--- config.mk ---
export PLATFORM = sky130hd
export DESIGN_NAME = bech32_string_encoder_unit_flat
export DESIGN_NICKNAME = d
export VERILOG_FILES = /design/src/rtl/b32enc_pkg.sv /design/src/rtl/b32enc_if.sv /design/src/rtl/b32enc_ram.sv /design/src/rtl/b32enc_poly_unit.sv /design/src/rtl/bech32_string_encoder_unit.sv /design/src/flat_wrapper.sv
export VERILOG_INCLUDE_DIRS = /design/src /design/src/rtl
export SDC_FILE = /design/constraint.sdc
export NUM_CORES = 1
export LEC_CHECK = 0
export BUFFER_PORTS_ARGS = -buffer_cell sky130_fd_sc_hd__buf_2
export CAP_MARGIN = 20
export CORE_MARGIN = 3
export CORE_UTILIZATION = 45
export DETAILED_ROUTE_END_ITERATION = 16
export HOLD_SLACK_MARGIN = 0.15
export PLACE_DENSITY = 0.63
export SLEW_MARGIN = 40
export SYNTH_ARGS = -nofsm -noshare
export SYNTH_HDL_FRONTEND = slang
export SYNTH_SLANG_ARGS = --single-unit
--- constraint.sdc ---
create_clock -name clock -period 9.2 [get_ports clock]
set_input_delay 0 -clock clock [delete_from_list [all_inputs] [get_ports clock]]
set_output_delay 0 -clock clock [all_outputs]
set_load 0.02 [all_outputs]
--- src/rtl/bech32_string_encoder_unit_defines.svh ---
// ---------------------------------------------------------------------------
// Bech32 string encoder assertion macros
// Clocked concurrent assertion wrappers; ASSERT_OFF compiles them away.
// ---------------------------------------------------------------------------
`ifndef BECH32_STRING_ENCODER_UNIT_DEFINES_SVH
`define BECH32_STRING_ENCODER_UNIT_DEFINES_SVH

`ifndef ASSERT_OFF

// assertion disabled while reset is high
`define B32E_ASSERT(lbl, clk, rst, prop, msg) \
   lbl: assert property (@(posedge clk) disable iff (rst) prop) else $error(msg);

// assertion checked on every edge
`define B32E_ASSERT_ALWAYS(lbl, clk, prop, msg) \
   lbl: assert property (@(posedge clk) prop) else $error(msg);

`else

`define B32E_ASSERT(lbl, clk, rst, prop, msg)
`define B32E_ASSERT_ALWAYS(lbl, clk, prop, msg)

`endif

`endif

--- src/rtl/b32enc_pkg.sv ---
// ---------------------------------------------------------------------------
// Bech32 string encoder package
// Shared widths, codes, sequencer states, polymod constants and charset.
// ---------------------------------------------------------------------------
package b32enc_pkg;

   // field widths
   localparam int MODE_W      = 2;
   localparam int CHAR_W      = 8;
   localparam int SYM_W       = 5;
   localparam int POLY_W      = 30;
   localparam int OUT_LIMIT_W = 11;
   localparam int LEN_W       = 11;
   // wide enough for any length sum and for STRING_CAP
   localparam int CMP_W       = 13;
   localparam int STEP_W      = 3;

   // default sizes
   localparam int PART_MAX_DEF   = 128;
   localparam int STRING_CAP_DEF = 1024;

   localparam logic [OUT_LIMIT_W-1:0] OUT_LIMIT_RST = 11'd1024;

   // separator, empty status char and terminal checksum step
   localparam logic [CHAR_W-1:0] CHAR_SEP   = 8'h31;
   localparam logic [CHAR_W-1:0] CHAR_NONE  = 8'h00;
   localparam logic [STEP_W-1:0] CHECK_LAST = 3'd5;

   // polymod generators
   localparam logic [POLY_W-1:0] GEN0 = 30'h3b6a57b2;
   localparam logic [POLY_W-1:0] GEN1 = 30'h26508e6d;
   localparam logic [POLY_W-1:0] GEN2 = 30'h1ea119fa;
   localparam logic [POLY_W-1:0] GEN3 = 30'h3d4233dd;
   localparam logic [POLY_W-1:0] GEN4 = 30'h2a1462b3;
   localparam logic [POLY_W-1:0] POLY_INIT = 30'd1;

   // charset, first letter in the top byte
   localparam logic [32*CHAR_W-1:0] CHARSET = "qpzry9x8gf2tvdw0s3jn54khce6mua7l";

   typedef enum logic [MODE_W-1:0] {
      MODE_PART = 2'd0,
      MODE_DATA = 2'd1,
      MODE_FIN  = 2'd2
   } mode_type;

   typedef enum logic [1:0] {
      STAT_OK        = 2'd0,
      STAT_BAD_VALUE = 2'd1,
      STAT_TOO_LONG  = 2'd2,
      STAT_PART_FULL = 2'd3
   } status_type;

   typedef enum logic [2:0] {
      ST_IDLE,
      ST_WALK,
      ST_SEP,
      ST_DATA,
      ST_ZERO,
      ST_FLIP,
      ST_CHK
   } state_type;

   typedef enum logic [2:0] {
      PU_HOLD,
      PU_INIT,
      PU_FEED,
      PU_FLIP,
      PU_SHIFT
   } poly_op_type;

   // command word from the sequencer to the polymod unit
   typedef struct packed {
      poly_op_type            op;
      logic [SYM_W-1:0]       sym;
   } poly_ctl_type;

   function automatic logic [CHAR_W-1:0] letter(input logic [SYM_W-1:0] sym);
      logic [SYM_W-1:0] pos;
      logic [7:0]       base;
      pos  = 5'd31 - sym;
      base = {pos, 3'b000};
      return CHARSET[base +: CHAR_W];
   endfunction

endpackage

--- src/rtl/b32enc_if.sv ---
// ---------------------------------------------------------------------------
// Bech32 string encoder channels
// Valid/ready channels for input items and emitted characters.
// ---------------------------------------------------------------------------
interface b32enc_req_if;
   logic                             valid;
   logic                             ready;
   logic [b32enc_pkg::MODE_W-1:0]    mode;
   logic [b32enc_pkg::CHAR_W-1:0]    value;

   modport source (output valid, mode, value, input ready);
   modport sink   (input valid, mode, value, output ready);
endinterface

interface b32enc_rsp_if;
   logic                             valid;
   logic                             ready;
   logic [b32enc_pkg::CHAR_W-1:0]    out_char;
   logic                             last;
   logic [1:0]                       status;

   modport source (output valid, out_char, last, status, input ready);
   modport sink   (input valid, out_char, last, status, output ready);
endinterface

--- src/rtl/b32enc_ram.sv ---
// ---------------------------------------------------------------------------
// Generic single-port RAM
// One write or one read per cycle, registered read data.
// ---------------------------------------------------------------------------
module b32enc_ram #(
   parameter int WIDTH = 8,
   parameter int DEPTH = 128,
   localparam int ADDR_W = (DEPTH > 1) ? $clog2(DEPTH) : 1
) (
   input  logic              clock,
   input  logic              we,
   input  logic [ADDR_W-1:0] addr,
   input  logic [WIDTH-1:0]  wdata,
   output logic [WIDTH-1:0]  rdata
);

   logic [WIDTH-1:0] mem_ff [DEPTH];
   logic [WIDTH-1:0] rdata_ff;

   // storage and read register
   always_ff @(posedge clock) begin
      if (we) begin
         mem_ff[addr] <= wdata;
      end
      rdata_ff <= mem_ff[addr];
   end

   assign rdata = rdata_ff;

endmodule

--- src/rtl/b32enc_poly_unit.sv ---
// ---------------------------------------------------------------------------
// Bech32 polymod unit
// Holds the 30-bit checksum register; one feed, flip, shift or init per cycle, as ctl selects.
// ---------------------------------------------------------------------------
module b32enc_poly_unit (
   input  logic                            clock,
   input  logic                            reset,
   input  b32enc_pkg::poly_ctl_type        ctl,
   output logic [b32enc_pkg::POLY_W-1:0]   poly
);

   logic [b32enc_pkg::POLY_W-1:0] poly_ff;
   logic [b32enc_pkg::POLY_W-1:0] poly_in;
   logic [b32enc_pkg::POLY_W-1:0] feed_val;
   logic [b32enc_pkg::SYM_W-1:0]  top;

   // one polymod step: shift in a symbol, fold the top five bits back
   always_comb begin
      top      = poly_ff[29:25];
      feed_val = {poly_ff[24:0], ctl.sym};
      if (top[0]) feed_val = feed_val ^ b32enc_pkg::GEN0;
      if (top[1]) feed_val = feed_val ^ b32enc_pkg::GEN1;
      if (top[2]) feed_val = feed_val ^ b32enc_pkg::GEN2;
      if (top[3]) feed_val = feed_val ^ b32enc_pkg::GEN3;
      if (top[4]) feed_val = feed_val ^ b32enc_pkg::GEN4;
   end

   // operation select
   always_comb begin
      unique case (ctl.op)
         b32enc_pkg::PU_HOLD:  poly_in = poly_ff;
         b32enc_pkg::PU_INIT:  poly_in = b32enc_pkg::POLY_INIT;
         b32enc_pkg::PU_FEED:  poly_in = feed_val;
         b32enc_pkg::PU_FLIP:  poly_in = poly_ff ^ b32enc_pkg::POLY_INIT;
         b32enc_pkg::PU_SHIFT: poly_in = {poly_ff[24:0], 5'd0};
         default:              poly_in = poly_ff;
      endcase
   end

   always_ff @(posedge clock) begin
      if (reset) begin
         poly_ff <= b32enc_pkg::POLY_INIT;
      end else begin
         poly_ff <= poly_in;
      end
   end

   assign poly = poly_ff;

endmodule

--- src/rtl/bech32_string_encoder_unit.sv ---
// ---------------------------------------------------------------------------
// Bech32 string encoder
// Streams a Bech32 string with its checksum from part bytes and data values.
// ---------------------------------------------------------------------------
// Usage:
//   req_chan takes one word per item: mode (part byte, data value, finish)
//   and value. rsp_chan gives one word per character: out_char, last on the
//   final word of a string, status nonzero on a failed string's one word.
//   csr_we/csr_wdata write the output capacity (out_limit) while idle.
// Sequencing:
//   A part byte is taken in ST_IDLE; its echo is registered in the output
//   register. The first data value first walks the P part bytes out of the
//   part store RAM (one read per cycle, one polymod step per cycle), then
//   emits the separator and its letter. A finish (walk and separator first if
//   no data value came) feeds six zeros, flips, and emits six checksum letters.
// Reset:
//   Synchronous, active high: string state cleared, polymod register to 1,
//   out_limit to 1024. The part store is not cleared.
// Stall:
//   Each character waits in the output register; the states that emit one hold
//   while it is full and not taken, and req_chan.ready stays low meanwhile.
// ---------------------------------------------------------------------------
`include "bech32_string_encoder_unit_defines.svh"

module bech32_string_encoder_unit #(
   parameter int PART_MAX   = b32enc_pkg::PART_MAX_DEF,
   parameter int STRING_CAP = b32enc_pkg::STRING_CAP_DEF
) (
   input  logic                                  clock,
   input  logic                                  reset,
   b32enc_req_if.sink                            req_chan,
   b32enc_rsp_if.source                          rsp_chan,
   input  logic                                  csr_we,
   input  logic [b32enc_pkg::OUT_LIMIT_W-1:0]    csr_wdata
);

   localparam int PCNT_W = $clog2(PART_MAX + 1);
   localparam int ADDR_W = (PART_MAX > 1) ? $clog2(PART_MAX) : 1;
   localparam logic [b32enc_pkg::CMP_W-1:0] CAP_V    = b32enc_pkg::CMP_W'(STRING_CAP);
   localparam logic [PCNT_W-1:0]            PART_TOP = PCNT_W'(PART_MAX);

   // sequencer and string state
   b32enc_pkg::state_type                   state_ff, state_in;
   b32enc_pkg::status_type                  err_ff, err_in;
   logic                                    phase_ff, phase_in;
   logic [PCNT_W-1:0]                       part_cnt_ff, part_cnt_in;
   logic [PCNT_W-1:0]                       idx_ff, idx_in;
   logic [b32enc_pkg::LEN_W-1:0]            len_ff, len_in;
   logic                                    rd_pend_ff, rd_pend_in;
   logic [b32enc_pkg::SYM_W-1:0]            data_ff, data_in;
   logic                                    fin_ff, fin_in;
   logic [b32enc_pkg::STEP_W-1:0]           step_ff, step_in;
   logic [b32enc_pkg::OUT_LIMIT_W-1:0]      out_limit_ff;

   // output register
   logic                                    rsp_valid_ff, rsp_valid_in;
   logic [b32enc_pkg::CHAR_W-1:0]           rsp_char_ff, rsp_char_in;
   logic                                    rsp_last_ff, rsp_last_in;
   b32enc_pkg::status_type                  rsp_status_ff, rsp_status_in;

   // datapath links
   b32enc_pkg::poly_ctl_type                pctl;
   logic [b32enc_pkg::POLY_W-1:0]           poly;
   logic                                    ram_we;
   logic [ADDR_W-1:0]                       ram_addr;
   logic [b32enc_pkg::CHAR_W-1:0]           ram_rdata;

   logic                                    out_free;
   logic                                    req_fire;
   logic [b32enc_pkg::CMP_W-1:0]            olim;
   logic [b32enc_pkg::CMP_W-1:0]            lim_now;
   logic [b32enc_pkg::CMP_W-1:0]            extra;
   logic                                    part_len_bad;
   logic                                    data_len_bad;
   logic                                    fin_len_bad;

   // part store
   b32enc_ram #(
      .WIDTH (b32enc_pkg::CHAR_W),
      .DEPTH (PART_MAX)
   ) u_part_ram (
      .clock (clock),
      .we    (ram_we),
      .addr  (ram_addr),
      .wdata (req_chan.value),
      .rdata (ram_rdata)
   );

   // shared polymod unit
   b32enc_poly_unit u_poly (
      .clock (clock),
      .reset (reset),
      .ctl   (pctl),
      .poly  (poly)
   );

   // length limits against min(out_limit, STRING_CAP)
   always_comb begin
      olim         = b32enc_pkg::CMP_W'(out_limit_ff);
      lim_now      = (olim < CAP_V) ? olim : CAP_V;
      extra        = phase_ff ? '0 : b32enc_pkg::CMP_W'(1);
      part_len_bad = (b32enc_pkg::CMP_W'(part_cnt_ff) + b32enc_pkg::CMP_W'(9)) > lim_now;
      data_len_bad = (b32enc_pkg::CMP_W'(len_ff) + extra + b32enc_pkg::CMP_W'(8)) > lim_now;
      fin_len_bad  = (b32enc_pkg::CMP_W'(len_ff) + extra + b32enc_pkg::CMP_W'(7)) > lim_now;
   end

   assign out_free       = !rsp_valid_ff || rsp_chan.ready;
   assign req_chan.ready = (state_ff == b32enc_pkg::ST_IDLE) && out_free;
   assign req_fire       = req_chan.valid && req_chan.ready;

   // next state and outputs
   always_comb begin
      state_in      = state_ff;
      err_in        = err_ff;
      phase_in      = phase_ff;
      part_cnt_in   = part_cnt_ff;
      idx_in        = idx_ff;
      len_in        = len_ff;
      rd_pend_in    = rd_pend_ff;
      data_in       = data_ff;
      fin_in        = fin_ff;
      step_in       = step_ff;
      rsp_valid_in  = rsp_valid_ff && !rsp_chan.ready;
      rsp_char_in   = rsp_char_ff;
      rsp_last_in   = rsp_last_ff;
      rsp_status_in = rsp_status_ff;
      pctl.op       = b32enc_pkg::PU_HOLD;
      pctl.sym      = '0;
      ram_we        = 1'b0;
      ram_addr      = idx_ff[ADDR_W-1:0];

      unique case (state_ff)
         b32enc_pkg::ST_IDLE: begin
            if (req_fire) begin
               unique case (req_chan.mode)
                  b32enc_pkg::MODE_PART: begin
                     if (err_ff == b32enc_pkg::STAT_OK && !phase_ff) begin
                        if (part_len_bad) begin
                           err_in = b32enc_pkg::STAT_TOO_LONG;
                        end else if (part_cnt_ff >= PART_TOP) begin
                           err_in = b32enc_pkg::STAT_PART_FULL;
                        end else begin
                           ram_we        = 1'b1;
                           ram_addr      = part_cnt_ff[ADDR_W-1:0];
                           part_cnt_in   = part_cnt_ff + PCNT_W'(1);
                           len_in        = len_ff + b32enc_pkg::LEN_W'(1);
                           pctl.op       = b32enc_pkg::PU_FEED;
                           pctl.sym      = {2'b00, req_chan.value[7:5]};
                           rsp_valid_in  = 1'b1;
                           rsp_char_in   = req_chan.value;
                           rsp_last_in   = 1'b0;
                           rsp_status_in = b32enc_pkg::STAT_OK;
                        end
                     end
                  end
                  b32enc_pkg::MODE_DATA: begin
                     if (err_ff == b32enc_pkg::STAT_OK) begin
                        if (data_len_bad) begin
                           err_in = b32enc_pkg::STAT_TOO_LONG;
                        end else if (req_chan.value[7:5] != 3'd0) begin
                           err_in = b32enc_pkg::STAT_BAD_VALUE;
                        end else if (!phase_ff) begin
                           // open the data part: feed zero, walk the store
                           data_in    = req_chan.value[4:0];
                           fin_in     = 1'b0;
                           idx_in     = '0;
                           rd_pend_in = 1'b0;
                           pctl.op    = b32enc_pkg::PU_FEED;
                           state_in   = b32enc_pkg::ST_WALK;
                        end else begin
                           pctl.op       = b32enc_pkg::PU_FEED;
                           pctl.sym      = req_chan.value[4:0];
                           len_in        = len_ff + b32enc_pkg::LEN_W'(1);
                           rsp_valid_in  = 1'b1;
                           rsp_char_in   = b32enc_pkg::letter(req_chan.value[4:0]);
                           rsp_last_in   = 1'b0;
                           rsp_status_in = b32enc_pkg::STAT_OK;
                        end
                     end
                  end
                  b32enc_pkg::MODE_FIN: begin
                     if (err_ff != b32enc_pkg::STAT_OK || fin_len_bad) begin
                        // failed string: one status word, then clear
                        rsp_valid_in  = 1'b1;
                        rsp_char_in   = b32enc_pkg::CHAR_NONE;
                        rsp_last_in   = 1'b1;
                        rsp_status_in = (err_ff != b32enc_pkg::STAT_OK) ?
                                        err_ff : b32enc_pkg::STAT_TOO_LONG;
                        part_cnt_in   = '0;
                        len_in        = '0;
                        phase_in      = 1'b0;
                        err_in        = b32enc_pkg::STAT_OK;
                        pctl.op       = b32enc_pkg::PU_INIT;
                     end else if (!phase_ff) begin
                        fin_in     = 1'b1;
                        idx_in     = '0;
                        rd_pend_in = 1'b0;
                        pctl.op    = b32enc_pkg::PU_FEED;
                        state_in   = b32enc_pkg::ST_WALK;
                     end else begin
                        fin_in   = 1'b1;
                        step_in  = '0;
                        state_in = b32enc_pkg::ST_ZERO;
                     end
                  end
                  default: begin
                     // unused mode: ignored
                  end
               endcase
            end
         end

         b32enc_pkg::ST_WALK: begin
            // read one byte per cycle, feed the one read last cycle
            if (rd_pend_ff) begin
               pctl.op  = b32enc_pkg::PU_FEED;
               pctl.sym = ram_rdata[4:0];
            end
            if (idx_ff < part_cnt_ff) begin
               ram_addr   = idx_ff[ADDR_W-1:0];
               idx_in     = idx_ff + PCNT_W'(1);
               rd_pend_in = 1'b1;
            end else begin
               rd_pend_in = 1'b0;
               state_in   = b32enc_pkg::ST_SEP;
            end
         end

         b32enc_pkg::ST_SEP: begin
            if (out_free) begin
               rsp_valid_in  = 1'b1;
               rsp_char_in   = b32enc_pkg::CHAR_SEP;
               rsp_last_in   = 1'b0;
               rsp_status_in = b32enc_pkg::STAT_OK;
               len_in        = len_ff + b32enc_pkg::LEN_W'(1);
               phase_in      = 1'b1;
               step_in       = '0;
               state_in      = fin_ff ? b32enc_pkg::ST_ZERO : b32enc_pkg::ST_DATA;
            end
         end

         b32enc_pkg::ST_DATA: begin
            if (out_free) begin
               pctl.op       = b32enc_pkg::PU_FEED;
               pctl.sym      = data_ff;
               len_in        = len_ff + b32enc_pkg::LEN_W'(1);
               rsp_valid_in  = 1'b1;
               rsp_char_in   = b32enc_pkg::letter(data_ff);
               rsp_last_in   = 1'b0;
               rsp_status_in = b32enc_pkg::STAT_OK;
               state_in      = b32enc_pkg::ST_IDLE;
            end
         end

         b32enc_pkg::ST_ZERO: begin
            // six zero feeds
            pctl.op = b32enc_pkg::PU_FEED;
            if (step_ff == b32enc_pkg::CHECK_LAST) begin
               state_in = b32enc_pkg::ST_FLIP;
            end else begin
               step_in = step_ff + b32enc_pkg::STEP_W'(1);
            end
         end

         b32enc_pkg::ST_FLIP: begin
            pctl.op  = b32enc_pkg::PU_FLIP;
            step_in  = '0;
            state_in = b32enc_pkg::ST_CHK;
         end

         b32enc_pkg::ST_CHK: begin
            // checksum letters from the top, shifting five bits a word
            if (out_free) begin
               rsp_valid_in  = 1'b1;
               rsp_char_in   = b32enc_pkg::letter(poly[29:25]);
               rsp_status_in = b32enc_pkg::STAT_OK;
               if (step_ff == b32enc_pkg::CHECK_LAST) begin
                  rsp_last_in = 1'b1;
                  part_cnt_in = '0;
                  len_in      = '0;
                  phase_in    = 1'b0;
                  err_in      = b32enc_pkg::STAT_OK;
                  pctl.op     = b32enc_pkg::PU_INIT;
                  state_in    = b32enc_pkg::ST_IDLE;
               end else begin
                  rsp_last_in = 1'b0;
                  pctl.op     = b32enc_pkg::PU_SHIFT;
                  step_in     = step_ff + b32enc_pkg::STEP_W'(1);
               end
            end
         end

         default: begin
            state_in = b32enc_pkg::ST_IDLE;
         end
      endcase
   end

   // control registers
   always_ff @(posedge clock) begin
      if (reset) begin
         state_ff     <= b32enc_pkg::ST_IDLE;
         err_ff       <= b32enc_pkg::STAT_OK;
         phase_ff     <= 1'b0;
         part_cnt_ff  <= '0;
         idx_ff       <= '0;
         len_ff       <= '0;
         rd_pend_ff   <= 1'b0;
         fin_ff       <= 1'b0;
         step_ff      <= '0;
         rsp_valid_ff <= 1'b0;
         out_limit_ff <= b32enc_pkg::OUT_LIMIT_RST;
      end else begin
         state_ff     <= state_in;
         err_ff       <= err_in;
         phase_ff     <= phase_in;
         part_cnt_ff  <= part_cnt_in;
         idx_ff       <= idx_in;
         len_ff       <= len_in;
         rd_pend_ff   <= rd_pend_in;
         fin_ff       <= fin_in;
         step_ff      <= step_in;
         rsp_valid_ff <= rsp_valid_in;
         if (csr_we) begin
            out_limit_ff <= csr_wdata;
         end
      end
   end

   // payload registers
   always_ff @(posedge clock) begin
      data_ff       <= data_in;
      rsp_char_ff   <= rsp_char_in;
      rsp_last_ff   <= rsp_last_in;
      rsp_status_ff <= rsp_status_in;
   end

   assign rsp_chan.valid    = rsp_valid_ff;
   assign rsp_chan.out_char = rsp_char_ff;
   assign rsp_chan.last     = rsp_last_ff;
   assign rsp_chan.status   = rsp_status_ff;

   // checks
   `B32E_ASSERT(a_status_word, clock, reset, (rsp_valid_ff && rsp_status_ff != b32enc_pkg::STAT_OK) |-> (rsp_last_ff && rsp_char_ff == b32enc_pkg::CHAR_NONE), "status word must be last with zero char")
   `B32E_ASSERT(a_part_bound, clock, reset, part_cnt_ff <= PART_TOP, "part count beyond store depth")
   `B32E_ASSERT(a_clear_after_chk, clock, reset, (state_ff == b32enc_pkg::ST_CHK && step_ff == b32enc_pkg::CHECK_LAST && out_free) |=> (part_cnt_ff == '0 && len_ff == '0 && !phase_ff && poly == b32enc_pkg::POLY_INIT), "string state not cleared after checksum")

endmodule

--- src/flat_wrapper.sv ---
// flat-port wrapper written by rule: the top's interface ports become plain ports
module bech32_string_encoder_unit_flat 
#(
   parameter int PART_MAX   = b32enc_pkg::PART_MAX_DEF,
   parameter int STRING_CAP = b32enc_pkg::STRING_CAP_DEF
)
  (clock, reset, csr_we, csr_wdata, req_chan_valid, req_chan_mode, req_chan_value, req_chan_ready, rsp_chan_valid, rsp_chan_out_char, rsp_chan_last, rsp_chan_status, rsp_chan_ready);
  b32enc_req_if req_chan_i ();
  b32enc_rsp_if rsp_chan_i ();
  input  logic clock;
  input  logic reset;
  input  logic csr_we;
  input  logic [b32enc_pkg::OUT_LIMIT_W-1:0] csr_wdata;
  input wire logic [$bits(req_chan_i.valid)-1:0] req_chan_valid;
  input wire logic [$bits(req_chan_i.mode)-1:0] req_chan_mode;
  input wire logic [$bits(req_chan_i.value)-1:0] req_chan_value;
  output wire logic [$bits(req_chan_i.ready)-1:0] req_chan_ready;
  output wire logic [$bits(rsp_chan_i.valid)-1:0] rsp_chan_valid;
  output wire logic [$bits(rsp_chan_i.out_char)-1:0] rsp_chan_out_char;
  output wire logic [$bits(rsp_chan_i.last)-1:0] rsp_chan_last;
  output wire logic [$bits(rsp_chan_i.status)-1:0] rsp_chan_status;
  input wire logic [$bits(rsp_chan_i.ready)-1:0] rsp_chan_ready;
  assign req_chan_i.valid = req_chan_valid;
  assign req_chan_i.mode = req_chan_mode;
  assign req_chan_i.value = req_chan_value;
  assign req_chan_ready = req_chan_i.ready;
  assign rsp_chan_valid = rsp_chan_i.valid;
  assign rsp_chan_out_char = rsp_chan_i.out_char;
  assign rsp_chan_last = rsp_chan_i.last;
  assign rsp_chan_status = rsp_chan_i.status;
  assign rsp_chan_i.ready = rsp_chan_ready;
  bech32_string_encoder_unit #(.PART_MAX(PART_MAX), .STRING_CAP(STRING_CAP)) u_core (.clock(clock), .reset(reset), .req_chan(req_chan_i), .rsp_chan(rsp_chan_i), .csr_we(csr_we), .csr_wdata(csr_wdata));
endmodule
Word-level counts from Yosys, hierarchy flattened. Memory sizes are Yosys's and may differ from the RTL's. A register that Yosys moved wholly into a read port is not among the register bits. Cells that the tools add are included.

Bits in registers: 96. Bits in writable memories: 1024. Output and inout bits: 13. Logic and storage cells: 316. Memories kept: 1.

Memories: u_core.u_part_ram.mem_ff (words 128, bits a word 8, rd ports 1, clocked after memory_dff 1, write ports 1, RTL line b32enc_ram.sv:17) `logic [WIDTH-1:0] mem_ff [DEPTH];`.

Add/subtract/negate cells: 11. Order comparisons: 6. Equality and inequality tests: 47. Shift-type cells: 3. Muxes and demuxes: 181. Bitwise operators: 10. Reduce and logical (&&, ||, !) cells: 40.

Operators with widths (count): variable part select 256 x 9 -> 8 bit (first input constant) (3); two-way mux 8 bit (30); two-way mux 11 bit (13); two-way mux 30 bit (4); one-hot mux 30 bit (4 select lines) (1); two-way mux 7 bit (10); two-way mux 3 bit (23); one-hot mux 11 bit (3 select lines) (2); one-hot mux 8 bit (2 select lines) (4); two-way mux 1 bit (49); two-way mux 2 bit (22); > comparator 13 bit (3); inequality test 3 bit (second input constant) (11); one-hot mux 8 bit (4 select lines) (1); two-way mux 29 bit (1); AND reduction 14 bit (2); AND reduction 7 bit (4); AND reduction 13 bit (2); one-hot mux 8 bit (3 select lines) (1); inequality test 2 x 1 -> 1 bit (second input constant) (11); one-hot mux 3 bit (7 select lines) (1); NOT 18 bit (1); one-hot mux 3 bit (6 select lines) (1); NOT 17 bit (1); other kinds (50) (97).

Logic depth before layout (Yosys ltp). Gate-level depths: netlist of the first run.

Depth in word-level cells: 20. Mapped depth: 25. Gate-level depth less buffers: 22.

Cells and area by module. Synthesis of the first run repeated with hierarchy kept, for this count alone.

Cell total of the unflattened synthesis: 3436. Area total of the unflattened synthesis: 48197.5 um^2.

By module, submodules not included: b32enc_ram (instances 1, cells an instance 2467, area an instance 40425.0 um^2); bech32_string_encoder_unit (instances 1, cells an instance 770, area an instance 5968.2 um^2); b32enc_poly_unit (instances 1, cells an instance 199, area an instance 1804.2 um^2).

Worst setup path before layout of the first run. No wires, ideal clock.

Kind: register to register. From: reg u_core.phase_ff. To: reg u_core.u_poly.poly_ff, in the netlist u_core.u_poly.poly[13]. Library setup time: 119 ps. Arrival time: 4726 ps. Data required time: 9081 ps. Slack: 4356 ps. Stages on the path, launching flop included: 24. Cells stage by stage: dfxtp_1 buf_6 inv_1 ha_1 nand3_1 xnor2_1 inv_1 or3_1 nor3_1 nor3b_1 nand2_1 xor2_1 ha_1 nand4_1 o32ai_1 a31oi_1 a2111o_1 nor2_1 o31a_1 and2_1 clkbuf_1 clkbuf_1 a21oi_1 o221a_2.

Cells in the longest elaborated chain, start to end: 12. Elaborated cells between the ends (all ways): 25.

RTL lines: start: declaration (RTL line bech32_string_encoder_unit.sv:45) `logic phase_ff, phase_in;`; start signal: assignment (RTL line bech32_string_encoder_unit.sv:316) `phase_ff <= phase_in;`; two-way mux 1 bit (RTL line bech32_string_encoder_unit.sv:101) `extra = phase_ff ? '0 : b32enc_pkg::CMP_W'(1);`; adder 11 x 13 -> 13 bit (RTL line bech32_string_encoder_unit.sv:103, bech32_string_encoder_unit.sv:104); adder 13 x 4 -> 13 bit or adder 13 x 3 -> 13 bit (tied branches) (RTL line bech32_string_encoder_unit.sv:103, bech32_string_encoder_unit.sv:104); > comparator 13 bit, on equally long branches (RTL line bech32_string_encoder_unit.sv:103, bech32_string_encoder_unit.sv:104); two-way mux 8 bit or logical OR 1 bit (tied branches) (RTL line bech32_string_encoder_unit.sv:158, bech32_string_encoder_unit.sv:182); two-way mux 8 bit or two-way mux 3 bit (tied branches) (RTL line bech32_string_encoder_unit.sv:157, bech32_string_encoder_unit.sv:182); one-hot mux 3 bit (3 select lines) * (RTL line bech32_string_encoder_unit.sv:135) `unique case (req_chan.mode)`; two-way mux 8 bit * (RTL line bech32_string_encoder_unit.sv:134) `if (req_fire) begin`; one-hot mux 3 bit (6 select lines) * (RTL line bech32_string_encoder_unit.sv:132) `unique case (state_ff)`; equality test 3 bit, or another cell as far along (RTL line b32enc_poly_unit.sv:30) `unique case (ctl.op)`; nonzero test 3 bit (no source line) or NOT 1 bit (tied branches); AND reduction 2 bit (no source line); end signal: assignment (RTL line b32enc_poly_unit.sv:42) `poly_ff <= b32enc_pkg::POLY_INIT;`; end signal: assignment (RTL line b32enc_poly_unit.sv:44) `poly_ff <= poly_in;`; end: declaration (RTL line b32enc_poly_unit.sv:12) `logic [b32enc_pkg::POLY_W-1:0] poly_ff;`.

Every way passes the cells marked *; elsewhere a longest branch is shown, timed or not. A chain may end at the register's enable or synchronous reset.

Final worst setup path of the first run.
From: reg u_core.part_cnt_ff[0]. To: reg u_core.u_part_ram.rdata_ff[1] (netlist: u_core.u_part_ram.rdata[1]) (read register of u_core.u_part_ram.mem_ff).

Cells in the longest elaborated chain, start to end: 7. Elaborated cells between the ends (all ways): 9.

RTL lines: start: declaration (RTL line bech32_string_encoder_unit.sv:46) `logic [PCNT_W-1:0] part_cnt_ff, part_cnt_in;`; start signal: assignment (RTL line bech32_string_encoder_unit.sv:317) `part_cnt_ff <= part_cnt_in;`; adder 8 x 4 -> 9 bit or >= comparator 8 bit (tied branches) (RTL line bech32_string_encoder_unit.sv:102, bech32_string_encoder_unit.sv:140); > comparator 13 bit or two-way mux 7 bit (tied branches) (RTL line bech32_string_encoder_unit.sv:102, bech32_string_encoder_unit.sv:140); two-way mux 7 bit * (RTL line bech32_string_encoder_unit.sv:138) `if (part_len_bad) begin`; two-way mux 7 bit * (RTL line bech32_string_encoder_unit.sv:137) `if (err_ff == b32enc_pkg::STAT_OK && !phase_ff) begin`; two-way mux 7 bit * (RTL line bech32_string_encoder_unit.sv:135); two-way mux 7 bit * (RTL line bech32_string_encoder_unit.sv:134); two-way mux 7 bit *; end: declaration (RTL line b32enc_ram.sv:18) `logic [WIDTH-1:0] rdata_ff;`.

Marked as above.

==> impl_metrics.py, run 1 <==
metrics = {
    "status": {
        "outcome": "finished clean",
    },
    "floorplanning": {
        "rows": 96,
        "ios": 39,
        "floorplan.initialDensity_pct": 45.7,
        "die_area_um2": 73400,
        "core_area_um2": 69100,
        "fp.dieH_um": 271,
        "die_w_um": 271,
    },
    "clocking": {
        "cts_buffers": 76,
        "htree_levels": 3,
        "clockBufferDepth": 3,
        "clkTransAtPathRegs_ns": 0.06,
        "root_buffer": "clkbuf_16",
        "clock-sinks": 741,
        "post_cts_buffers": 0,
        "tritoncts": "built",
        "clk_latency_ns": 0.63,
    },
    "yosys": {
        "synth.yosys.seq_area_share_pct": 67.8,
        "yosysMostFrequentCell": "edfxtp_1",
        "ys.flop_type": "edfxtp_1",
        "yosysTopAreaCellShare_pct": 62.4,
        "synth_edf_count": 656,
        "ys_top_cells_by_area": "edfxtp_1 (62%), dfxtp_1 (5.4%), a22oi_1 (3.9%), nor2_1 (2.5%), ha_1 (2.1%)",
        "synth-xor-area-share_pct": 1.66,
        "postSynthCellCount": 2334,
        "synth-adder-area-share_pct": 2.06,
        "ys_top_cells_by_count": "edfxtp_1 (656), nor2_1 (209), a22oi_1 (166)",
        "ys_types": 82,
        "synthSimpleGateAreaFrac_pct": 8.44,
        "synth_mux_area_share_pct": 2.38,
        "synth_fp_nets": 2412,
        "synth.avg_cell_area_um2": 13.5,
        "synth_top_family_by_area": "compound AO/OA/AOI/OAI gates",
        "synth-seq-cells": 741,
        "netlist_area_um2": 31600,
        "synth-compound-area-share_pct": 15.2,
        "ys_warn_count": 0,
        "async_reset_ff_share_pct": 0,
        "synth_area_leader_cell": "edfxtp_1",
    },
    "timing": {
        "setup_violations": 0,
        "period_share_pct": 72.4,
        "finalClockSkew_ns": 0.0437,
        "tns_ns": 0,
        "finalHoldViolCount": 0,
        "final.min_clock_period_ns": 6.66,
        "rsz0062_at_grt": "no",
        "fmax_mhz": 150,
        "tightest_slew_ns": 0.923,
        "slew_headroom_pct": 38.5,
        "slew_violations": 0,
    },
    "final_layout": {
        "drive_gt1_share_pct": 10.1,
        "antenna_cells": 0,
        "fill_cells": 5790,
        "nNetsFinal": 2467,
        "multi_input_area_um2": 9510,
        "regArea_um2": 21400,
        "synthToLayoutAreaGrowth_pct": 13.1,
    },
    "min_path": {
        "whs_endpoint": "u_core.err_ff[0]$_SDFFE_PP0P_",
        "hp-class": "input port to register",
        "min-delay-start": "req_chan_mode[0]",
        "min_delay_path_depth": 6,
    },
    "setup_path": {
        "r2r_start": "u_core.part_cnt_ff[0]$_SDFFE_PP0P_",
        "cp_max_fo": 27,
        "rr_worst_depth": 17,
        "regToRegEndpoint": "u_core.u_part_ram.rdata[1]$_DFF_P_",
        "r2r_slack_ns": 2.54,
        "cp-start-kind": "register",
        "arrival_ns": 7.17,
        "required_ns": 9.70,
        "end_kind": "register",
        "crit_type": "register to register",
    },
    "global_routing": {
        "grt_max_degree": 88,
        "overflow": 0,
        "grt_use_total_pct": 23.8,
        "antenna_found_initial": 0,
        "grt_pass1_wl_mm": 133,
        "first_global_vias": 20800,
    },
    "power": {
        "finalPower_w": 0.00778,
        "ir_drop_mv": 0.193,
        "p_per_area_nw_per_um2": 218,
        "leakage_nw": 11.5,
    },
    "route": {
        "drt-vias-per-instance": 6.26,
        "via_count": 21100,
        "wl_mm": 88.4,
        "dr.pass1.iters": 6,
        "wl_per_cell_um": 26.2,
        "drt_iter0_drc": 2320,
        "ant_nets": 0,
        "drc": 0,
    },
    "place": {
        "dp_hpwl_mm": 54.5,
        "gp_congestion": 0.875,
        "numPortBuffers": 38,
    },
    "run": {
        "cap_violations": 0,
    },
}
critical path, stage by stage (launching register included):
cell      delay (ns)
dfxtp_1         0.67
clkinv_1        0.41
nor3_1          0.54
o21ai_0         0.19
xnor2_1         0.16
ha_1            0.20
a211oi_1        0.22
o21ai_0         0.15
or3_1           0.40
o22ai_4         0.44
buf_6           0.25
mux2i_4         0.70
buf_4           0.56
mux2_2          0.40
a222oi_1        0.29
a31oi_1         0.13
or4_1           0.46
or4_1           0.39
layer usage:
layer  global-route usage, %  wire length, um  vias up
met4                    7.67             2790        0
met1                    33.3            36800    10600
met3                    4.51             7480      165
met2                    37.6            41400     1006
li1                        -                -     9354
met5                       0                0        -
power by group:
part	internal [W]	leakage (nW)	switching [W]
clock network	0.00172	1.20	0.00131
logic	0.000334	3.70	0.000590
registers	0.00373	6.59	0.0000980
flip-flops by register name, summed over array words and instances (netlist names):
| register | flops |
|---|---|
| u_core.phase_ff | 1 |
| u_core.len_ff | 11 |
| u_core.rsp_chan.valid | 1 |
| u_core.u_poly.poly | 30 |
| u_core.data_ff | 5 |
| u_core.step_ff | 3 |
| u_core.state_ff | 3 |
| u_core.rsp_chan.status | 2 |
| u_core.fin_ff | 1 |
| u_core.idx_ff | 8 |
| u_core.rsp_chan.last | 1 |
| u_core.out_limit_ff | 11 |
| u_core.rd_pend_ff | 1 |
| u_core.u_part_ram.mem_ff | 640 |
| u_core.part_cnt_ff | 8 |
| u_core.err_ff | 2 |
| u_core.rsp_chan.out_char | 8 |
| u_core.u_part_ram.rdata | 5 |
kinds of logic after synthesis:
kind of cell               after synthesis
AOI/OAI and AO/OA                      658
and+or+nand+nor                        559
buffers and inverters                  191
adders and majority gates               52
muxes                                   73
xor gates and xnor gates                60
DFF                                    741
layout by cell type (no fill, tap or decap), types with 21 or more instances in the layout:
cell,count
a31oi_1,87
nand4_1,21
edfxtp_1,656
nor3_1,43
o21ai_0,60
buf_2,33
a22oi_1,166
a22o_1,56
dfxtp_1,85
nand2_1,113
buf_4,42
a21oi_1,79
inv_1,40
nor2b_1,31
xnor2_1,35
nor2_1,207
a221oi_1,70
nor4_1,21
ha_1,52
dlygate4sd3_1,46
clkbuf_16,79
nand3_1,40
xor2_1,25
mux2i_1,51
final cells by class:
cell class / instances / area share, %
Clock buffer: 100 / 5.95
Clock inverter: 33 / 0.887
Inverter: 41 / 0.431
Multi-Input combinational cell: 1402 / 26.6
Sequential cell: 741 / 59.9
Tap cell: 931 / 3.26
Timing Repair Buffer: 127 / 2.90
worst max-delay path by stage:
| stage | from | endpoint | depth (start not counted) | slack (ns) |
|---|---|---|---|---|
| finish | u_core.part_cnt_ff[0]$_SDFFE_PP0P_ | u_core.u_part_ram.rdata[1]$_DFF_P_ | 17 | 2.54 |
| global route | u_core.part_cnt_ff[0]$_SDFFE_PP0P_ | u_core.u_part_ram.rdata[1]$_DFF_P_ | 17 | 2.15 |
| detailed placement | u_core.part_cnt_ff[0]$_SDFFE_PP0P_ | u_core.u_part_ram.rdata[1]$_DFF_P_ | 16 | 2.43 |
| CTS | u_core.part_cnt_ff[0]$_SDFFE_PP0P_ | u_core.u_part_ram.rdata[1]$_DFF_P_ | 16 | 2.44 |
| floorplan | u_core.phase_ff$_SDFFE_PP0P_ | u_core.u_poly.poly[13]$_SDFFE_PP0P_ | 23 | 4.36 |
| global placement | u_core.part_cnt_ff[0]$_SDFFE_PP0P_ | u_core.u_part_ram.rdata[1]$_DFF_P_ | 16 | 2.63 |
stage by stage:
step	worst slack, ns	cell area [um2]	hold WS (ns)	cells	util, %
after detailed placement	2.43	32800	0.245	3194	47.4
after floorplan	4.36	31600	0.0989	2334	-
after global placement	2.63	32700	0.240	3193	47.4
final	2.54	35700	0.227	3375	51.7
after CTS	2.44	35700	0.171	3373	51.6
after global routing	2.15	35700	0.252	3375	51.7
timing repair:
action / in CTS / in global routing
hold buffers: 46 / 0
endpoints found under the hold margin: 217 / 0
resized for setup: 0 / 0
(Power assumes the default switching activity.)
==> run 2: changes to the inputs <==
==> constraint.sdc (replaced) <==
create_clock -name clock -period 6.75 [get_ports clock]
set_input_delay 0 -clock clock [delete_from_list [all_inputs] [get_ports clock]]
set_output_delay 0 -clock clock [all_outputs]
set_load 0.02 [all_outputs]
==> run 2 against run 1 <==
  * Cell area is 0.87% higher
  * Via count rose by 0.41%
  * Clock power grew 41%
  * Core utilization rose by 0.45 points
  * Sequential power increased by 36%
  * Routed wire length barely moved
  * First-iteration DRC count down 0.47%
  * Sequential share of layout area decreased by 0.52 points
==> impl_metrics.py, run 2 (synthesized netlist as in run 1, its figures left out) <==
metrics = {
    "final_layout": {
        "final_cell_mix": "edfxtp_1 (656), nor2_1 (207), a22oi_1 (166)",
        "largest_reg_flops": 640,
        "stdcell_count": 3399,
        "synthToLayoutAreaGrowth_pct": 14.1,
        "fill_cells": 5757,
        "nNetsFinal": 2489,
        "drive_gt1_share_pct": 10.7,
        "layout_commonest_cell": "edfxtp_1",
        "finalCoreUtilization_pct": 52.2,
        "top_register": "u_core.u_part_ram.mem_ff",
        "regArea_um2": 21400,
        "multi_input_area_um2": 9500,
    },
    "clocking": {
        "htree_levels": 3,
        "root_buffer": "clkbuf_16",
        "post_cts_buffers": 0,
        "cts_buffers": 78,
        "clk_latency_ns": 0.63,
        "clock-sinks": 741,
        "clockBufferDepth": 3,
        "tritoncts": "built",
        "clkTransAtPathRegs_ns": 0.06,
    },
    "floorplanning": {
        "ios": 39,
        "floorplan.initialDensity_pct": 45.7,
        "fp.dieH_um": 271,
        "die_w_um": 271,
        "rows": 96,
        "die_area_um2": 73400,
        "core_area_um2": 69100,
    },
    "route": {
        "wl_mm": 88.4,
        "wl_per_cell_um": 26.0,
        "ant_nets": 0,
        "drc": 0,
        "dr.pass1.iters": 5,
        "via_count": 21200,
        "drt_iter0_drc": 2309,
        "drt-vias-per-instance": 6.24,
    },
    "timing": {
        "slew_headroom_pct": 40.9,
        "finalHoldViolCount": 0,
        "period_share_pct": 85.4,
        "fmax_mhz": 174,
        "final.min_clock_period_ns": 5.76,
        "finalClockSkew_ns": 0.0394,
        "tns_ns": 0,
        "tightest_slew_ns": 0.868,
        "setup_violations": 0,
        "slew_violations": 0,
        "holdWs_ns": 0.331,
        "setup_ws_ns": 0.987,
        "rsz0062_at_grt": "no",
    },
    "global_routing": {
        "first_global_vias": 20700,
        "antenna_found_initial": 2,
        "grt_max_degree": 85,
        "grt_use_total_pct": 23.8,
        "overflow": 0,
        "grt_pass1_wl_mm": 133,
    },
    "setup_path": {
        "required_ns": 7.28,
        "crit_type": "register to register",
        "slowest_stage": "and2_1",
        "cp_max_fo": 15,
        "arrival_ns": 6.29,
        "crit_chain": "inv_1 -> ha_1 -> nand3_1 -> xnor2_1 -> inv_1 -> or3_1 -> nor3_1 -> nor3b_1 -> nand2_1 -> xor2_1 -> ha_1 -> nand4_1 -> o32ai_1 -> a31oi_1 -> a211oi_1 -> nand2b_4 -> o31ai_4 -> xnor2_1 -> and2_1 -> a211oi_1 -> a211oi_1",
        "critical_path_buf_inv_count": 2,
        "crit_family": "simple AND/OR/NAND/NOR gates",
        "r2r_start": "u_core.phase_ff$_SDFFE_PP0P_",
        "crit_path_start": "u_core.phase_ff$_SDFFE_PP0P_",
        "end_kind": "register",
        "crit_top_cell": "a211oi_1",
        "slowest_delay_ns": 0.57,
        "cp-start-kind": "register",
    },
    "power": {
        "p_int_w": 0.00804,
        "p_clk_share_pct": 39.7,
        "ir_drop_mv": 0.211,
        "switching_share_pct": 25.5,
        "combPwrFrac_pct": 12.0,
        "p_per_area_nw_per_um2": 300,
        "p_switching_w": 0.00275,
        "leakage_nw": 11.6,
        "p_seq_share_pct": 48.3,
    },
    "status": {
        "outcome": "finished clean",
    },
    "run": {
        "cap_violations": 0,
    },
    "min_path": {
        "hp-class": "input port to register",
        "min-delay-start": "req_chan_value[5]",
    },
    "place": {
        "gp_congestion": 0.945,
        "dpl.cell_count": 3214,
        "numPortBuffers": 38,
        "pre_cts_ws_ns": 1.09,
        "dp_hpwl_mm": 56.4,
    },
}
-- run 2: cell types whose count changed in the layout (fill, tap and decap cells not counted), moves of 3 or more --
cell and delta:
clkinv_2 -4, buf_12 +3, clkbuf_1 -3, buf_8 +3, buf_4 +12, bufinv_16 +5
clkinv_1 +6
-- run 2: what timing repair did --
item,in CTS,in global routing
hold endpoints to repair,298,0
hold buffers,48,0
resized for setup,0,0
-- run 2: worst register-to-register path, cell delays in order, from the launching register on --
cell and delay [ns]:
dfxtp_1 0.40, inv_1 0.16, ha_1 0.19, nand3_1 0.23, xnor2_1 0.41, inv_1 0.11
or3_1 0.43, nor3_1 0.34, nor3b_1 0.35, nand2_1 0.11, xor2_1 0.15, ha_1 0.32
nand4_1 0.09, o32ai_1 0.23, a31oi_1 0.10, a211oi_1 0.39, nand2b_4 0.28, o31ai_4 0.09
xnor2_1 0.42, and2_1 0.57, a211oi_1 0.09, a211oi_1 0.22
-- run 2: per-stage QoR --
stage / instance area, um2 / power, W
global route: 36000 / 0.0112
detailed placement: 33000 / 0.00656
finish: 36000 / 0.0108
CTS: 36000 / 0.0108
global placement: 32900 / 0.00654
floorplan: 31600 / 0.00612
-- run 2: worst paths after layout --
path	cells past startpoint	to	slack [ns]
min	4	u_core.rsp_chan.out_char[5]$_DFFE_PP_	0.33
min reg2reg	2	u_core.step_ff[1]$_SDFFE_PP0P_	0.50
max	21	u_core.u_poly.poly[6]$_SDFFE_PP0P_	0.99
max reg2reg	21	u_core.u_poly.poly[6]$_SDFFE_PP0P_	0.99
-- run 2: power by group through the flow --
stage	sequential (W)	combinational [W]	clock [W]
after floorplan	0.00525	0.000874	0
after global placement	0.00530	0.00124	0
after detailed placement	0.00530	0.00126	0
after CTS	0.00521	0.00129	0.00434
after global routing	0.00522	0.00141	0.00453
final	0.00521	0.00130	0.00428
-- run 2: metal layers --
layer  routed length [um]  GRT usage [%]  vias up
li1                     -              -     9385
met1                36000           32.2    10600
met2                42300           38.5      983
met3                 6860           4.31      187
met4                 3290           8.65        2
met5                   12              0        -
-- run 2: area by class of cell --
type	count	share of cell area, %
Sequential cell	741	59.4
Tap cell	931	3.23
Multi-Input combinational cell	1402	26.4
Clock inverter	42	1.34
Clock buffer	94	5.72
Inverter	41	0.427
Antenna cell	1	0.00695
Timing Repair Buffer	147	3.47
==> run 3: changes to the inputs <==
--- a/config.mk
+++ b/config.mk
@@ -6,13 +6,13 @@
 export SDC_FILE = /design/constraint.sdc
 export NUM_CORES = 1
 export LEC_CHECK = 0
-export BUFFER_PORTS_ARGS = -buffer_cell sky130_fd_sc_hd__buf_2
+export BUFFER_PORTS_ARGS = -buffer_cell sky130_fd_sc_hd__buf_4
 export CAP_MARGIN = 20
 export CORE_MARGIN = 3
-export CORE_UTILIZATION = 45
+export CORE_UTILIZATION = 50
 export DETAILED_ROUTE_END_ITERATION = 16
 export HOLD_SLACK_MARGIN = 0.15
-export PLACE_DENSITY = 0.63
+export PLACE_DENSITY = 0.69
 export SLEW_MARGIN = 40
 export SYNTH_ARGS = -nofsm -noshare
 export SYNTH_HDL_FRONTEND = slang
==> run 3 against run 2 <==
  * Register-to-register slack worse by 0.18 ns
  * Worst setup slack worse by 0.18 ns
  * Clock skew is 0.0046 ns lower
  * Maximum frequency is 3.0% lower
  * Highest routed layer is now met4
==> impl_metrics.py, run 3 (synthesized netlist as in run 1, its figures left out) <==
metrics = {
    "clocking": {
        "cts_resized": 0,
        "clkTransAtPathRegs_ns": 0.06,
        "cts_buffers": 75,
        "post_cts_buffers": 0,
        "clockBufferDepth": 3,
        "clk_latency_ns": 0.65,
        "htree_levels": 3,
        "root_buffer": "clkbuf_16",
        "clock-sinks": 741,
        "tritoncts": "built",
    },
    "timing": {
        "slew_headroom_pct": 44.7,
        "fmax_mhz": 168,
        "slew_violations": 0,
        "period_share_pct": 88.0,
        "tightest_slew_ns": 0.819,
        "finalClockSkew_ns": 0.0347,
        "setup_violations": 0,
        "tns_ns": 0,
        "final.min_clock_period_ns": 5.94,
        "rsz0062_at_grt": "no",
        "finalHoldViolCount": 0,
    },
    "power": {
        "p_clk_share_pct": 37.9,
        "finalPower_w": 0.0105,
        "p_per_area_nw_per_um2": 294,
        "p_seq_share_pct": 49.6,
        "switching_share_pct": 25.8,
        "ir_drop_mv": 0.169,
        "p_switching_w": 0.00270,
        "p_int_w": 0.00780,
        "combPwrFrac_pct": 12.4,
        "leakage_nw": 11.5,
    },
    "place": {
        "placed_cell_area_um2": 32800,
        "numPortBuffers": 38,
        "dp_hpwl_mm": 53.9,
        "gp_congestion": 0.916,
    },
    "setup_path": {
        "r2r_start": "u_core.phase_ff$_SDFFE_PP0P_",
        "cp_max_fo": 15,
        "crit_type": "register to register",
        "slowest_stage": "and2_1",
        "arrival_ns": 6.49,
        "rr_worst_depth": 21,
        "required_ns": 7.30,
        "crit_family": "simple AND/OR/NAND/NOR gates",
        "crit_top_cell": "a211oi_1",
        "crit_path_start": "u_core.phase_ff$_SDFFE_PP0P_",
        "slowest_delay_ns": 0.59,
        "crit_chain": "inv_1 -> ha_1 -> nand3_1 -> xnor2_1 -> inv_1 -> or3_1 -> nor3_1 -> nor3b_1 -> nand2_1 -> xor2_1 -> ha_1 -> nand4_1 -> o32ai_1 -> a31oi_1 -> a211oi_1 -> nand2b_4 -> o31ai_4 -> xnor2_1 -> and2_1 -> a211oi_1 -> a211oi_1",
        "cp-start-kind": "register",
        "r2r_slack_ns": 0.81,
        "end_kind": "register",
        "critical_path_buf_inv_count": 2,
        "regToRegEndpoint": "u_core.u_poly.poly[6]$_SDFFE_PP0P_",
    },
    "min_path": {
        "whs_endpoint": "u_core.out_limit_ff[10]$_SDFFE_PP1P_",
        "min-delay-start": "csr_we",
        "hp-class": "input port to register",
        "min_delay_path_depth": 3,
    },
    "route": {
        "dr.pass1.iters": 6,
        "drt_iter0_drc": 2874,
        "drt-vias-per-instance": 6.48,
        "wl_mm": 85.5,
        "wl_per_cell_um": 26.0,
        "drc": 0,
        "via_count": 21400,
        "ant_nets": 0,
    },
    "floorplanning": {
        "fp.dieH_um": 257,
        "die_area_um2": 66200,
        "ios": 39,
        "rows": 91,
        "die_w_um": 257,
        "core_area_um2": 62100,
        "floorplan.initialDensity_pct": 50.9,
    },
    "global_routing": {
        "grt_use_total_pct": 25.9,
        "first_global_vias": 21100,
        "grt_pass1_wl_mm": 132,
        "overflow": 0,
        "grt_max_degree": 95,
        "antenna_found_initial": 1,
    },
    "final_layout": {
        "nNetsFinal": 2478,
        "layout_commonest_cell": "edfxtp_1",
        "synthToLayoutAreaGrowth_pct": 13.1,
        "largest_reg_flops": 640,
        "fill_cells": 4782,
        "final_cell_mix": "edfxtp_1 (656), nor2_1 (208), a22oi_1 (166)",
        "top_register": "u_core.u_part_ram.mem_ff",
        "drive_gt1_share_pct": 10.1,
        "design_area_um2": 35700,
        "antenna_cells": 0,
        "finalCoreUtilization_pct": 57.5,
    },
    "status": {
        "outcome": "finished clean",
    },
    "run": {
        "cap_violations": 0,
    },
}
## run 3: cell types whose count changed in the layout (fill, tap and decap cells not counted), sizes merged
cell         before  now
clkinvlp          4    3
clkinv           27   33
bufinv            8    3
dlygate4sd3      48   47
inv              44   42
diode             1    0
buf              99   92
clkbuf           94   95
## run 3: through the flow
stage | instances | setup slack (ns) | hold WS (ns)
floorplan | 2334 | 1.91 | 0.0989
global placement | 3112 | 1.23 | 0.243
detailed placement | 3112 | 0.955 | 0.248
CTS | 3294 | 0.917 | 0.277
global route | 3295 | 0.343 | 0.332
finish | 3295 | 0.809 | 0.320
## run 3: worst max path at each step
stage	slack, ns	to	depth (start not counted)
floorplan	1.91	u_core.u_poly.poly[13]$_SDFFE_PP0P_	23
global placement	1.23	u_core.u_poly.poly[6]$_SDFFE_PP0P_	21
detailed placement	0.95	u_core.u_poly.poly[6]$_SDFFE_PP0P_	21
CTS	0.92	u_core.u_poly.poly[6]$_SDFFE_PP0P_	21
global route	0.34	u_core.u_poly.poly[19]$_SDFFE_PP0P_	21
finish	0.81	u_core.u_poly.poly[6]$_SDFFE_PP0P_	21
## run 3: timing repair
action / 4_1_cts / 5_1_grt
hold endpoints to repair: 345 / 0
endpoints found under the setup margin: 0 / 0
hold buffers: 47 / 0
## run 3: final cells by class
| class | count | area, um2 | area share, % |
|---|---|---|---|
| inverter | 41 | 154 | 0.431 |
| timing repair buffer | 139 | 1250 | 3.49 |
| multi-input combinational | 1402 | 9490 | 26.6 |
| tap | 837 | 1050 | 2.93 |
| sequential | 741 | 21400 | 60.0 |
| clock inverter | 40 | 355 | 0.995 |
| clock buffer | 95 | 2000 | 5.61 |
## run 3: power by group through the flow
stage / sequential [W] / combinational (W) / clock [W]
after floorplan: 0.00525 / 0.000874 / 0
after global placement: 0.00530 / 0.00123 / 0
after detailed placement: 0.00530 / 0.00126 / 0
after CTS: 0.00520 / 0.00129 / 0.00402
after global routing: 0.00522 / 0.00142 / 0.00421
final: 0.00521 / 0.00131 / 0.00398
## run 3: routing by layer
metal  track usage (%)  vias up  share of wire [%]
li1                  -     9365                  -
met4              10.3        0                4.1
met1              34.3    10500                 39
met5                 0        -                  0
met2              42.6     1255                 48
met3              4.50      241                9.4
## run 3: worst min-delay path: stages
cell           delay, ns
buf_4               0.20
o211ai_1            0.10
dlygate4sd3_1       0.57
